## config.mk

```make
export PLATFORM = sky130hd
export DESIGN_NAME = binned_transfer_rate_meter_core
export DESIGN_NICKNAME = d
export VERILOG_FILES = /design/src/btrm_pkg.sv /design/src/btrm_bin_ram.sv /design/src/btrm_div.sv /design/src/binned_transfer_rate_meter_core.sv
export SDC_FILE = /design/constraint.sdc
export NUM_CORES = 2
export LEC_CHECK = 0
export ABC_AREA = 1
export BUFFER_PORTS_ARGS = -buffer_cell sky130_fd_sc_hd__buf_2
export CAP_MARGIN = 20
export CELL_PAD_IN_SITES_DETAIL_PLACEMENT = 0
export CELL_PAD_IN_SITES_GLOBAL_PLACEMENT = 1
export CORE_MARGIN = 2
export CORE_UTILIZATION = 54
export CTS_CLUSTER_DIAMETER = 200
export DETAILED_ROUTE_END_ITERATION = 8
export GPL_ROUTABILITY_DRIVEN = 1
export PLACE_DENSITY_LB_ADDON = 0.1
export SLEW_MARGIN = 10
export SYNTH_ARGS = -nofsm -noshare
export SYNTH_HDL_FRONTEND = slang
export SYNTH_SLANG_ARGS = --single-unit
```

## constraint.sdc

```tcl
create_clock -name clk_i -period 21.3 [get_ports clk_i]
set_input_delay 3.195 -clock clk_i [delete_from_list [all_inputs] [get_ports clk_i]]
set_output_delay 3.195 -clock clk_i [all_outputs]
set_load 0.03 [all_outputs]
```

## src/btrm_pkg.sv

```systemverilog
// Shared types, constants and helpers for the binned transfer rate meter.
// No dependencies; every other file refers to it by scoped names.
package btrm_pkg;

  // Field widths
  localparam int unsigned TIME_W  = 48;
  localparam int unsigned BYTES_W = 64;
  localparam int unsigned COUNT_W = 32;
  localparam int unsigned SPEED_W = 32;
  localparam int unsigned CFG_W   = 16;
  localparam int unsigned CFG_IDX_W = 1;

  // Defaults
  localparam int unsigned BINS_DEFAULT = 10;
  localparam logic [CFG_W-1:0] RESET_INTERVAL    = 16'd2000;
  localparam logic [CFG_W-1:0] RESET_GRANULARITY = 16'd200;

  // Divider: quotient bits retired per cycle
  localparam int unsigned DIV_STEP_BITS = 4;
  localparam int unsigned DIV_ITERS     = BYTES_W / DIV_STEP_BITS;
  localparam int unsigned DIV_CNT_W     = $clog2(DIV_ITERS);

  // Operation codes
  localparam logic OP_RECORD = 1'b0;
  localparam logic OP_QUERY  = 1'b1;

  // Register indexes
  localparam logic [CFG_IDX_W-1:0] REG_INTERVAL    = 1'b0;
  localparam logic [CFG_IDX_W-1:0] REG_GRANULARITY = 1'b1;

  // One ring entry
  typedef struct packed {
    logic [TIME_W-1:0]  start;
    logic [BYTES_W-1:0] bytes;
  } bin_t;

  // Divider request and response
  typedef struct packed {
    logic               start;
    logic [BYTES_W-1:0] dividend;
    logic [CFG_W-1:0]   divisor;
  } div_req_t;

  typedef struct packed {
    logic               busy;
    logic               done;
    logic [SPEED_W-1:0] quotient;
  } div_rsp_t;

  // Multiply by 1000 modulo 2^64: 1024 - 32 + 8
  function automatic logic [BYTES_W-1:0] scale_1000(input logic [BYTES_W-1:0] v);
    scale_1000 = (v << 10) - (v << 5) + (v << 3);
  endfunction

endpackage

```

## src/btrm_bin_ram.sv

```systemverilog
// Ring storage for the time bins: one write port, one registered read port.
// Per-entry valid bits make unwritten entries read as zero after reset. Uses btrm_pkg.
module btrm_bin_ram #(
  parameter int unsigned DEPTH  = btrm_pkg::BINS_DEFAULT,
  parameter int unsigned ADDR_W = $clog2(DEPTH)
) (
  input  logic               clk_i,
  input  logic               rst_ni,
  input  logic               wr_en_i,
  input  logic [ADDR_W-1:0]  wr_addr_i,
  input  btrm_pkg::bin_t     wr_data_i,
  input  logic [ADDR_W-1:0]  rd_addr_i,
  output btrm_pkg::bin_t     rd_data_o
);

  btrm_pkg::bin_t mem [DEPTH];
  btrm_pkg::bin_t rd_word_q;
  logic [DEPTH-1:0] valid_q;
  logic             rd_valid_q;

  // Write and read the array
  always_ff @(posedge clk_i) begin
    if (wr_en_i) begin
      mem[wr_addr_i] <= wr_data_i;
    end
    rd_word_q <= mem[rd_addr_i];
  end

  // Track written entries, register the read's valid bit
  always_ff @(posedge clk_i or negedge rst_ni) begin
    if (!rst_ni) begin
      valid_q    <= '0;
      rd_valid_q <= 1'b0;
    end else begin
      if (wr_en_i) begin
        valid_q[wr_addr_i] <= 1'b1;
      end
      rd_valid_q <= valid_q[rd_addr_i];
    end
  end

  // Unwritten entries read as zero
  assign rd_data_o = rd_valid_q ? rd_word_q : '0;

endmodule

```

## src/btrm_div.sv

```systemverilog
// Iterative 64 by 16 bit unsigned divider, DIV_STEP_BITS quotient bits a cycle.
// Returns the low 32 quotient bits, zero for a zero divisor. Uses btrm_pkg.
module btrm_div (
  input  logic                clk_i,
  input  logic                rst_ni,
  input  btrm_pkg::div_req_t  req_i,
  output btrm_pkg::div_rsp_t  rsp_o
);

  localparam int unsigned DW = btrm_pkg::BYTES_W;
  localparam int unsigned RW = btrm_pkg::CFG_W;

  logic                          busy_q, busy_d;
  logic                          done_q, done_d;
  logic [btrm_pkg::DIV_CNT_W-1:0] cnt_q, cnt_d;
  logic [DW-1:0]                 dq_q, dq_d;
  logic [RW-1:0]                 rem_q, rem_d;
  logic [RW-1:0]                 dvsr_q;
  logic                          zero_q;
  logic [DW-1:0]                 dq_s;
  logic [RW-1:0]                 rem_s;
  logic [RW:0]                   trial;
  logic                          ge;

  // Retire several quotient bits by restoring subtraction
  always_comb begin
    dq_s  = dq_q;
    rem_s = rem_q;
    trial = '0;
    ge    = 1'b0;
    for (int b = 0; b < btrm_pkg::DIV_STEP_BITS; b++) begin
      trial = {rem_s, dq_s[DW-1]};
      ge    = trial >= {1'b0, dvsr_q};
      rem_s = ge ? RW'(trial - {1'b0, dvsr_q}) : trial[RW-1:0];
      dq_s  = {dq_s[DW-2:0], ge};
    end
  end

  // Sequence the iterations
  always_comb begin
    busy_d = busy_q;
    done_d = 1'b0;
    cnt_d  = cnt_q;
    dq_d   = dq_q;
    rem_d  = rem_q;
    if (req_i.start) begin
      busy_d = 1'b1;
      cnt_d  = '0;
      dq_d   = req_i.dividend;
      rem_d  = '0;
    end else if (busy_q) begin
      dq_d  = dq_s;
      rem_d = rem_s;
      cnt_d = cnt_q + 1'b1;
      if (cnt_q == btrm_pkg::DIV_CNT_W'(btrm_pkg::DIV_ITERS - 1)) begin
        busy_d = 1'b0;
        done_d = 1'b1;
      end
    end
  end

  always_ff @(posedge clk_i or negedge rst_ni) begin
    if (!rst_ni) begin
      busy_q <= 1'b0;
      done_q <= 1'b0;
      cnt_q  <= '0;
    end else begin
      busy_q <= busy_d;
      done_q <= done_d;
      cnt_q  <= cnt_d;
    end
  end

  // Datapath registers
  always_ff @(posedge clk_i) begin
    dq_q  <= dq_d;
    rem_q <= rem_d;
    if (req_i.start) begin
      dvsr_q <= req_i.divisor;
      zero_q <= (req_i.divisor == '0);
    end
  end

  assign rsp_o.busy     = busy_q;
  assign rsp_o.done     = done_q;
  assign rsp_o.quotient = zero_q ? '0 : dq_q[btrm_pkg::SPEED_W-1:0];

endmodule

```

## src/binned_transfer_rate_meter_core.sv

```systemverilog
// Sliding-window transfer rate meter over a ring of BINS time bins held in a
// single-port-write, registered-read memory. A record word reads the newest
// bin, then writes it back or opens the next one. A query that hits the cache
// goes straight to the response; otherwise it does one memory read per visited
// bin, the x1000 scaling, then the 4-bit-per-cycle divider, and a handoff to
// the output register. One word is processed at a time; a finished result
// waits in the output register while the next word is accepted.
module binned_transfer_rate_meter_core #(
  parameter int unsigned BINS = btrm_pkg::BINS_DEFAULT
) (
  input  logic                              clk_i,
  input  logic                              rst_ni,
  // Configuration
  input  logic                              cfg_we_i,
  input  logic [btrm_pkg::CFG_IDX_W-1:0]    cfg_idx_i,
  input  logic [btrm_pkg::CFG_W-1:0]        cfg_data_i,
  // Input words
  input  logic                              in_valid_i,
  output logic                              in_ready_o,
  input  logic                              operation_i,
  input  logic [btrm_pkg::TIME_W-1:0]       now_ms_i,
  input  logic [btrm_pkg::COUNT_W-1:0]      byte_count_i,
  // Result words
  output logic                              out_valid_o,
  input  logic                              out_ready_i,
  output logic [btrm_pkg::SPEED_W-1:0]      speed_bps_o
);

  localparam int unsigned IDX_W = $clog2(BINS);
  localparam int unsigned CNT_W = $clog2(BINS + 1);
  localparam logic [IDX_W-1:0] LAST_IDX = IDX_W'(BINS - 1);

  localparam logic [2:0] ST_IDLE = 3'd0;
  localparam logic [2:0] ST_REC  = 3'd1;
  localparam logic [2:0] ST_WALK = 3'd2;
  localparam logic [2:0] ST_MUL  = 3'd3;
  localparam logic [2:0] ST_DIV  = 3'd4;
  localparam logic [2:0] ST_RESP = 3'd5;

  localparam int unsigned TW = btrm_pkg::TIME_W;
  localparam int unsigned BW = btrm_pkg::BYTES_W;

  logic [2:0]                   state_q, state_d;
  logic [btrm_pkg::CFG_W-1:0]   interval_q, granularity_q;
  logic [IDX_W-1:0]             newest_q, newest_d;
  logic [IDX_W-1:0]             walk_idx_q, walk_idx_d;
  logic [CNT_W-1:0]             walk_cnt_q, walk_cnt_d;
  logic [BW-1:0]                sum_q, sum_d;
  logic [TW-1:0]                cutoff_q, cutoff_d;
  logic [TW-1:0]                now_q;
  logic [btrm_pkg::COUNT_W-1:0] bytes_q;
  logic                         cache_valid_q, cache_valid_d;
  logic [TW-1:0]                cached_time_q, cached_time_d;
  logic [btrm_pkg::SPEED_W-1:0] cached_speed_q, cached_speed_d;
  logic [btrm_pkg::SPEED_W-1:0] result_q, result_d;
  logic                         out_valid_q, out_valid_d;
  logic [btrm_pkg::SPEED_W-1:0] out_data_q, out_data_d;

  logic                         accept;
  logic [TW:0]                  now_minus_int;
  logic [TW:0]                  bin_limit;
  logic                         cache_hit;
  logic [IDX_W-1:0]             prev_idx, next_newest;
  logic                         wr_en;
  logic [IDX_W-1:0]             wr_addr;
  btrm_pkg::bin_t               wr_data;
  logic [IDX_W-1:0]             rd_addr;
  btrm_pkg::bin_t               rd_data;
  btrm_pkg::div_req_t           div_req;
  btrm_pkg::div_rsp_t           div_rsp;

  // Configuration registers
  always_ff @(posedge clk_i or negedge rst_ni) begin
    if (!rst_ni) begin
      interval_q    <= btrm_pkg::RESET_INTERVAL;
      granularity_q <= btrm_pkg::RESET_GRANULARITY;
    end else if (cfg_we_i) begin
      unique case (cfg_idx_i)
        btrm_pkg::REG_INTERVAL:    interval_q    <= cfg_data_i;
        btrm_pkg::REG_GRANULARITY: granularity_q <= cfg_data_i;
      endcase
    end
  end

  assign in_ready_o = (state_q == ST_IDLE);
  assign accept     = in_valid_i && in_ready_o;

  // Window cutoff; top bit is the borrow when now precedes the interval
  assign now_minus_int = {1'b0, now_ms_i} - {{(TW + 1 - btrm_pkg::CFG_W){1'b0}}, interval_q};
  assign cache_hit     = cache_valid_q && (cached_time_q == now_ms_i);

  // Newest bin still open until start + granularity
  assign bin_limit   = {1'b0, rd_data.start}
                     + {{(TW + 1 - btrm_pkg::CFG_W){1'b0}}, granularity_q};
  assign next_newest = (newest_q == LAST_IDX) ? '0 : newest_q + 1'b1;
  assign prev_idx    = (walk_idx_q == '0) ? LAST_IDX : walk_idx_q - 1'b1;

  // Sequencer
  always_comb begin
    state_d        = state_q;
    newest_d       = newest_q;
    walk_idx_d     = walk_idx_q;
    walk_cnt_d     = walk_cnt_q;
    sum_d          = sum_q;
    cutoff_d       = cutoff_q;
    cache_valid_d  = cache_valid_q;
    cached_time_d  = cached_time_q;
    cached_speed_d = cached_speed_q;
    result_d       = result_q;
    rd_addr        = newest_q;
    wr_en          = 1'b0;
    wr_addr        = newest_q;
    wr_data        = rd_data;
    div_req.start    = 1'b0;
    div_req.dividend = btrm_pkg::scale_1000(sum_q);
    div_req.divisor  = interval_q;

    unique case (state_q)
      ST_IDLE: begin
        if (accept) begin
          walk_idx_d = newest_q;
          walk_cnt_d = '0;
          sum_d      = '0;
          cutoff_d   = now_minus_int[TW-1:0];
          if (operation_i == btrm_pkg::OP_RECORD) begin
            state_d = ST_REC;
          end else if (cache_hit) begin
            result_d = cached_speed_q;
            state_d  = ST_RESP;
          end else if (now_minus_int[TW]) begin
            state_d = ST_MUL;
          end else begin
            state_d = ST_WALK;
          end
        end
      end
      ST_REC: begin
        // Add to the open bin or open the next one
        wr_en = 1'b1;
        if (bin_limit >= {1'b0, now_q}) begin
          wr_addr       = newest_q;
          wr_data.start = rd_data.start;
          wr_data.bytes = rd_data.bytes + BW'(bytes_q);
        end else begin
          wr_addr       = next_newest;
          wr_data.start = now_q;
          wr_data.bytes = BW'(bytes_q);
          newest_d      = next_newest;
        end
        cache_valid_d = 1'b0;
        state_d       = ST_IDLE;
      end
      ST_WALK: begin
        // Sum bins newer than the cutoff, one read a cycle
        rd_addr = prev_idx;
        if (walk_cnt_q == CNT_W'(BINS) || rd_data.start <= cutoff_q) begin
          state_d = ST_MUL;
        end else begin
          sum_d      = sum_q + rd_data.bytes;
          walk_cnt_d = walk_cnt_q + 1'b1;
          walk_idx_d = prev_idx;
        end
      end
      ST_MUL: begin
        div_req.start = 1'b1;
        state_d       = ST_DIV;
      end
      ST_DIV: begin
        if (div_rsp.done) begin
          result_d       = div_rsp.quotient;
          cached_speed_d = div_rsp.quotient;
          cached_time_d  = now_q;
          cache_valid_d  = 1'b1;
          state_d        = ST_RESP;
        end
      end
      ST_RESP: begin
        if (!out_valid_q || out_ready_i) begin
          state_d = ST_IDLE;
        end
      end
      default: begin
        state_d = ST_IDLE;
      end
    endcase
  end

  // Output register: load a finished result, drop a taken one
  always_comb begin
    out_valid_d = out_valid_q;
    out_data_d  = out_data_q;
    if (out_valid_q && out_ready_i) begin
      out_valid_d = 1'b0;
    end
    if (state_q == ST_RESP && (!out_valid_q || out_ready_i)) begin
      out_valid_d = 1'b1;
      out_data_d  = result_q;
    end
  end

  always_ff @(posedge clk_i or negedge rst_ni) begin
    if (!rst_ni) begin
      state_q        <= ST_IDLE;
      newest_q       <= '0;
      walk_idx_q     <= '0;
      walk_cnt_q     <= '0;
      cache_valid_q  <= 1'b0;
      cached_time_q  <= '0;
      cached_speed_q <= '0;
      out_valid_q    <= 1'b0;
    end else begin
      state_q        <= state_d;
      newest_q       <= newest_d;
      walk_idx_q     <= walk_idx_d;
      walk_cnt_q     <= walk_cnt_d;
      cache_valid_q  <= cache_valid_d;
      cached_time_q  <= cached_time_d;
      cached_speed_q <= cached_speed_d;
      out_valid_q    <= out_valid_d;
    end
  end

  // Payload registers
  always_ff @(posedge clk_i) begin
    sum_q      <= sum_d;
    cutoff_q   <= cutoff_d;
    result_q   <= result_d;
    out_data_q <= out_data_d;
    if (accept) begin
      now_q   <= now_ms_i;
      bytes_q <= byte_count_i;
    end
  end

  assign out_valid_o = out_valid_q;
  assign speed_bps_o = out_data_q;

  btrm_bin_ram #(
    .DEPTH  (BINS),
    .ADDR_W (IDX_W)
  ) u_bin_ram (
    .clk_i     (clk_i),
    .rst_ni    (rst_ni),
    .wr_en_i   (wr_en),
    .wr_addr_i (wr_addr),
    .wr_data_i (wr_data),
    .rd_addr_i (rd_addr),
    .rd_data_o (rd_data)
  );

  btrm_div u_div (
    .clk_i  (clk_i),
    .rst_ni (rst_ni),
    .req_i  (div_req),
    .rsp_o  (div_rsp)
  );

  // Checks
  a_newest_in_ring: assert property (@(posedge clk_i) disable iff (!rst_ni)
    newest_q <= LAST_IDX)
    else $error("newest bin index outside the ring");

  a_walk_bounded: assert property (@(posedge clk_i) disable iff (!rst_ni)
    walk_cnt_q <= CNT_W'(BINS))
    else $error("query walk went past one full turn");

  a_div_only_in_div: assert property (@(posedge clk_i) disable iff (!rst_ni)
    div_rsp.busy |-> state_q == ST_DIV)
    else $error("divider running outside its state");

  a_record_clears_cache: assert property (@(posedge clk_i) disable iff (!rst_ni)
    (accept && operation_i == btrm_pkg::OP_RECORD) |=> ##1 !cache_valid_q)
    else $error("record word left the cached speed valid");

endmodule
```

==> impl_metrics.json <==
{
  "post_cts_hold_buffer_count": 0,
  "design.final.nets": 9432,
  "worst_hold_path_type": "flop to flop",
  "clkTransAtPathRegs_ps": 60,
  "die-width_um": 403,
  "cp_top_family": "simple AND/OR/NAND/NOR gates",
  "synth_enable_flop_cells": 1424,
  "cts.path.max_buffers": 3,
  "dp.final_hpwl_um": 182000,
  "layout-area-overhead-vs-synth_pct": 10.5,
  "dr.first_iter.drc_count": 8109,
  "global_route_wire_length_before_repair_um": 397000,
  "timing.slew.headroom_pct": 15.6,
  "synth_area_leaders": "edfxtp_1 50%, o21ai_0 6.6%, nand2_1 5.4%",
  "globalplace.congestion": 0.964,
  "worstMarginPinSlew_ps": 1270,
  "maxClockFrequency_ghz": 0.102,
  "antenna_violating_nets_post_route": 0,
  "critical_path_buf_inv_count": 6,
  "crit_path_slowest_cell": "o21ai_0",
  "post_synth_num_cell_types": 64,
  "post-cts-setup-buffers": 0,
  "gr-usage-all-layers_pct": 32.5,
  "avgViaCountPerCell": 5.95,
  "syn-mean-instance-area_sq_um": 9.74,
  "crit_arrival_ps": 10360,
  "finalCriticalPeriod_ps": 9850,
  "synth_async_sr_flop_share_pct": 8.61,
  "vias": 66416,
  "critical_path.max_fanout": 26,
  "clock_insertion_delay_worst_skew_ps": 860,
  "clock-sinks": 1695,
  "final.fill_count": 13407,
  "cts_made_buffers": 177,
  "grt_antenna_before_repair": 22,
  "grt_setup_unrepaired": "false",
  "timing.final.max_slew_violations": 0,
  "instances_no_fill": 11157,
  "htreeDepth": 4,
  "cts.root.buffer_cell": "clkbuf_16",
  "port-buffer-count": 136,
  "initial_core_utilization_pct": 54.4,
  "post-synth-top-area-fraction_pct": 49.6,
  "crit_type": "flop to flop",
  "floorplan_core_area_sq_um": 158000,
  "grt_overflow": 0,
  "first_global_vias": 62982,
  "min_period_over_period_pct": 46.2,
  "critical_path.endpoint_type": "flop",
  "timing.max_cap.violations": 0,
  "postSynthCellCount": 8845,
  "synth-warning-count": 0,
  "wl_per_cell_um": 24.1,
  "fin_tns_setup_ps": 0,
  "finalClockSkew_ps": 102,
  "wirelength_um": 269000,
  "synth_area_sq_um": 86100,
  "fp.dieArea_sq_um": 163000,
  "die-height_um": 403,
  "crit_required_ps": 21820,
  "synth_seq_area_share_pct": 56.8,
  "grt_max_degree": 211,
  "cts_resized": 0,
  "placed_cells_incl_taps": 10800,
  "clock_tree_from_tritoncts": "built",
  "io_pins": 137,
  "critical_path.most_common_cell": "nand2_1",
  "synth_top_cell_by_area": "edfxtp_1",
  "row_count": 146,
  "crit_path_max_incr_delay_ps": 690,
  "ys_seq_elements": 1695,
  "setup_violating_endpoint_count_in_the_final_report": 0,
  "synth.net_count": 9361,
  "synth_ff_type": "edfxtp_1",
  "drive_above_1_share_pct": 6.50,
  "run_status": "finished, final reports clean",
  "drc_errors": 0,
  "firstDrtPassIters": 8,
  "kind_of_start_point_of_the_critical_path": "flop",
  "final_hold_fails": 0
}
-- registers in the layout (all words and copies together) (netlist names), 4 cells and up --
name	count
u_div.dq_q	64
cutoff_q	48
walk_cnt_q	4
cached_speed_q	32
interval_q	16
result_q	32
now_q	48
u_bin_ram.mem	1090
cached_time_q	48
bytes_q	32
newest_q	4
sum_q	61
walk_idx_q	4
u_bin_ram.rd_word_q	109
speed_bps_o	32
u_div.rem_q	16
u_bin_ram.valid_q	10
u_div.dvsr_q	16
u_div.cnt_q	4
granularity_q	16
-- layer usage --
| layer | share of wire [%] | track usage [%] | wire length (um) |
|---|---|---|---|
| met1 | 44 | 48.8 | 119000 |
| met2 | 44 | 49.2 | 119000 |
| met3 | 8.7 | 4.90 | 23500 |
| met4 | 2.4 | 9.06 | 6450 |
| met5 | 0.020 | 0 | 53 |
-- per-stage QoR --
step                util, %  hold slack, ps  worst slack [ps]  cell area, sq um
finish                 60.1             392             11450             95200
global placement       56.1             402             11610             88900
global route           60.1             408             10580             95100
CTS                    60.0             392             11550             95000
floorplan                 -             400              9730             86100
detailed placement     56.1             405             11570             88900
-- cell usage after synthesis (all sizes together), types with 13 or more instances --
cell,count
dfrtp,137
nor3,80
o21ai,1206
nand4,92
xor2,149
o211ai,29
or2,42
clkbuf,270
a21boi,13
nor2,1113
inv,1130
nand2,1252
buf,53
nand3,324
ha,352
xnor2,69
edfxtp,1424
a21o,23
a31oi,52
fa,61
o221ai,226
o21a,36
a21oi,430
dfxtp,125
o21bai,26
nor4,47
-- placed cells by master (no fill, tap or decap), drive strengths merged, types with 42 or more instances in the layout --
| cell | instances |
|---|---|
| fa | 61 |
| clkinv | 68 |
| inv | 1138 |
| nor4 | 47 |
| clkbuf | 239 |
| nor3 | 80 |
| nor2 | 1113 |
| nand3 | 324 |
| dfxtp | 125 |
| a21oi | 430 |
| xor2 | 149 |
| buf | 211 |
| a31oi | 52 |
| dfrtp | 137 |
| xnor2 | 69 |
| nand4 | 92 |
| o21ai | 1206 |
| edfxtp | 1424 |
| ha | 352 |
| nand2 | 1252 |
| or2 | 42 |
| o221ai | 226 |
-- worst reg2reg max path: cells and delay by family (launching register included) --
family	cells	cell delay (ps)
simple gates	24	3750
buf+inv	6	860
flops	1	440
fa+ha+maj	4	1390
compound gates	13	3160
-- cell families (layout without fill, tap and decap cells) --
group | Yosys count | in the layout | synth area share (%)
AND/OR/NAND/NOR | 2978 | 2978 | 14.3
XOR/XNOR | 218 | 218 | 2.22
flip-flops | 1695 | 1695 | 56.8
buffers and inverters | 1454 | 1680 | 6.44
other | 0 | 14 | 0
AO/OA/AOI/OAI | 2087 | 2087 | 13.7
adder cells (fa/ha/maj) | 413 | 413 | 6.53
-- area by class of cell --
class,count,area (sq um),share of cell area (%)
Antenna cell,14,35.0,0.0368
Clock buffer,235,4830,5.08
Clock inverter,99,1320,1.39
Inverter,1131,4280,4.50
Multi-Input combinational cell,5696,31800,33.5
Sequential cell,1695,48900,51.4
Tap cell,2072,2590,2.72
Timing Repair Buffer,215,1330,1.39
-- final timing paths --
| check | from | endpoint | slack [ps] | cells past startpoint |
|---|---|---|---|---|
| worst max-delay path | u_div.dvsr_q[1] | u_div.dq_q[0] | 11450 | 47 |
| worst min-delay path | result_q[13] | speed_bps_o[13] | 390 | 0 |
| worst max register to register | u_div.dvsr_q[1] | u_div.dq_q[0] | 11450 | 47 |
| worst min register to register | result_q[13] | speed_bps_o[13] | 390 | 0 |
| max in group asynchronous | rst_ni | u_bin_ram.rd_valid_q | 17680 | 2 |
| min in group asynchronous | rst_ni | granularity_q[9] | 2260 | 1 |
Power is not shown: default switching activity piles up to over one toggle a cycle in this logic, so the estimate is an artifact.
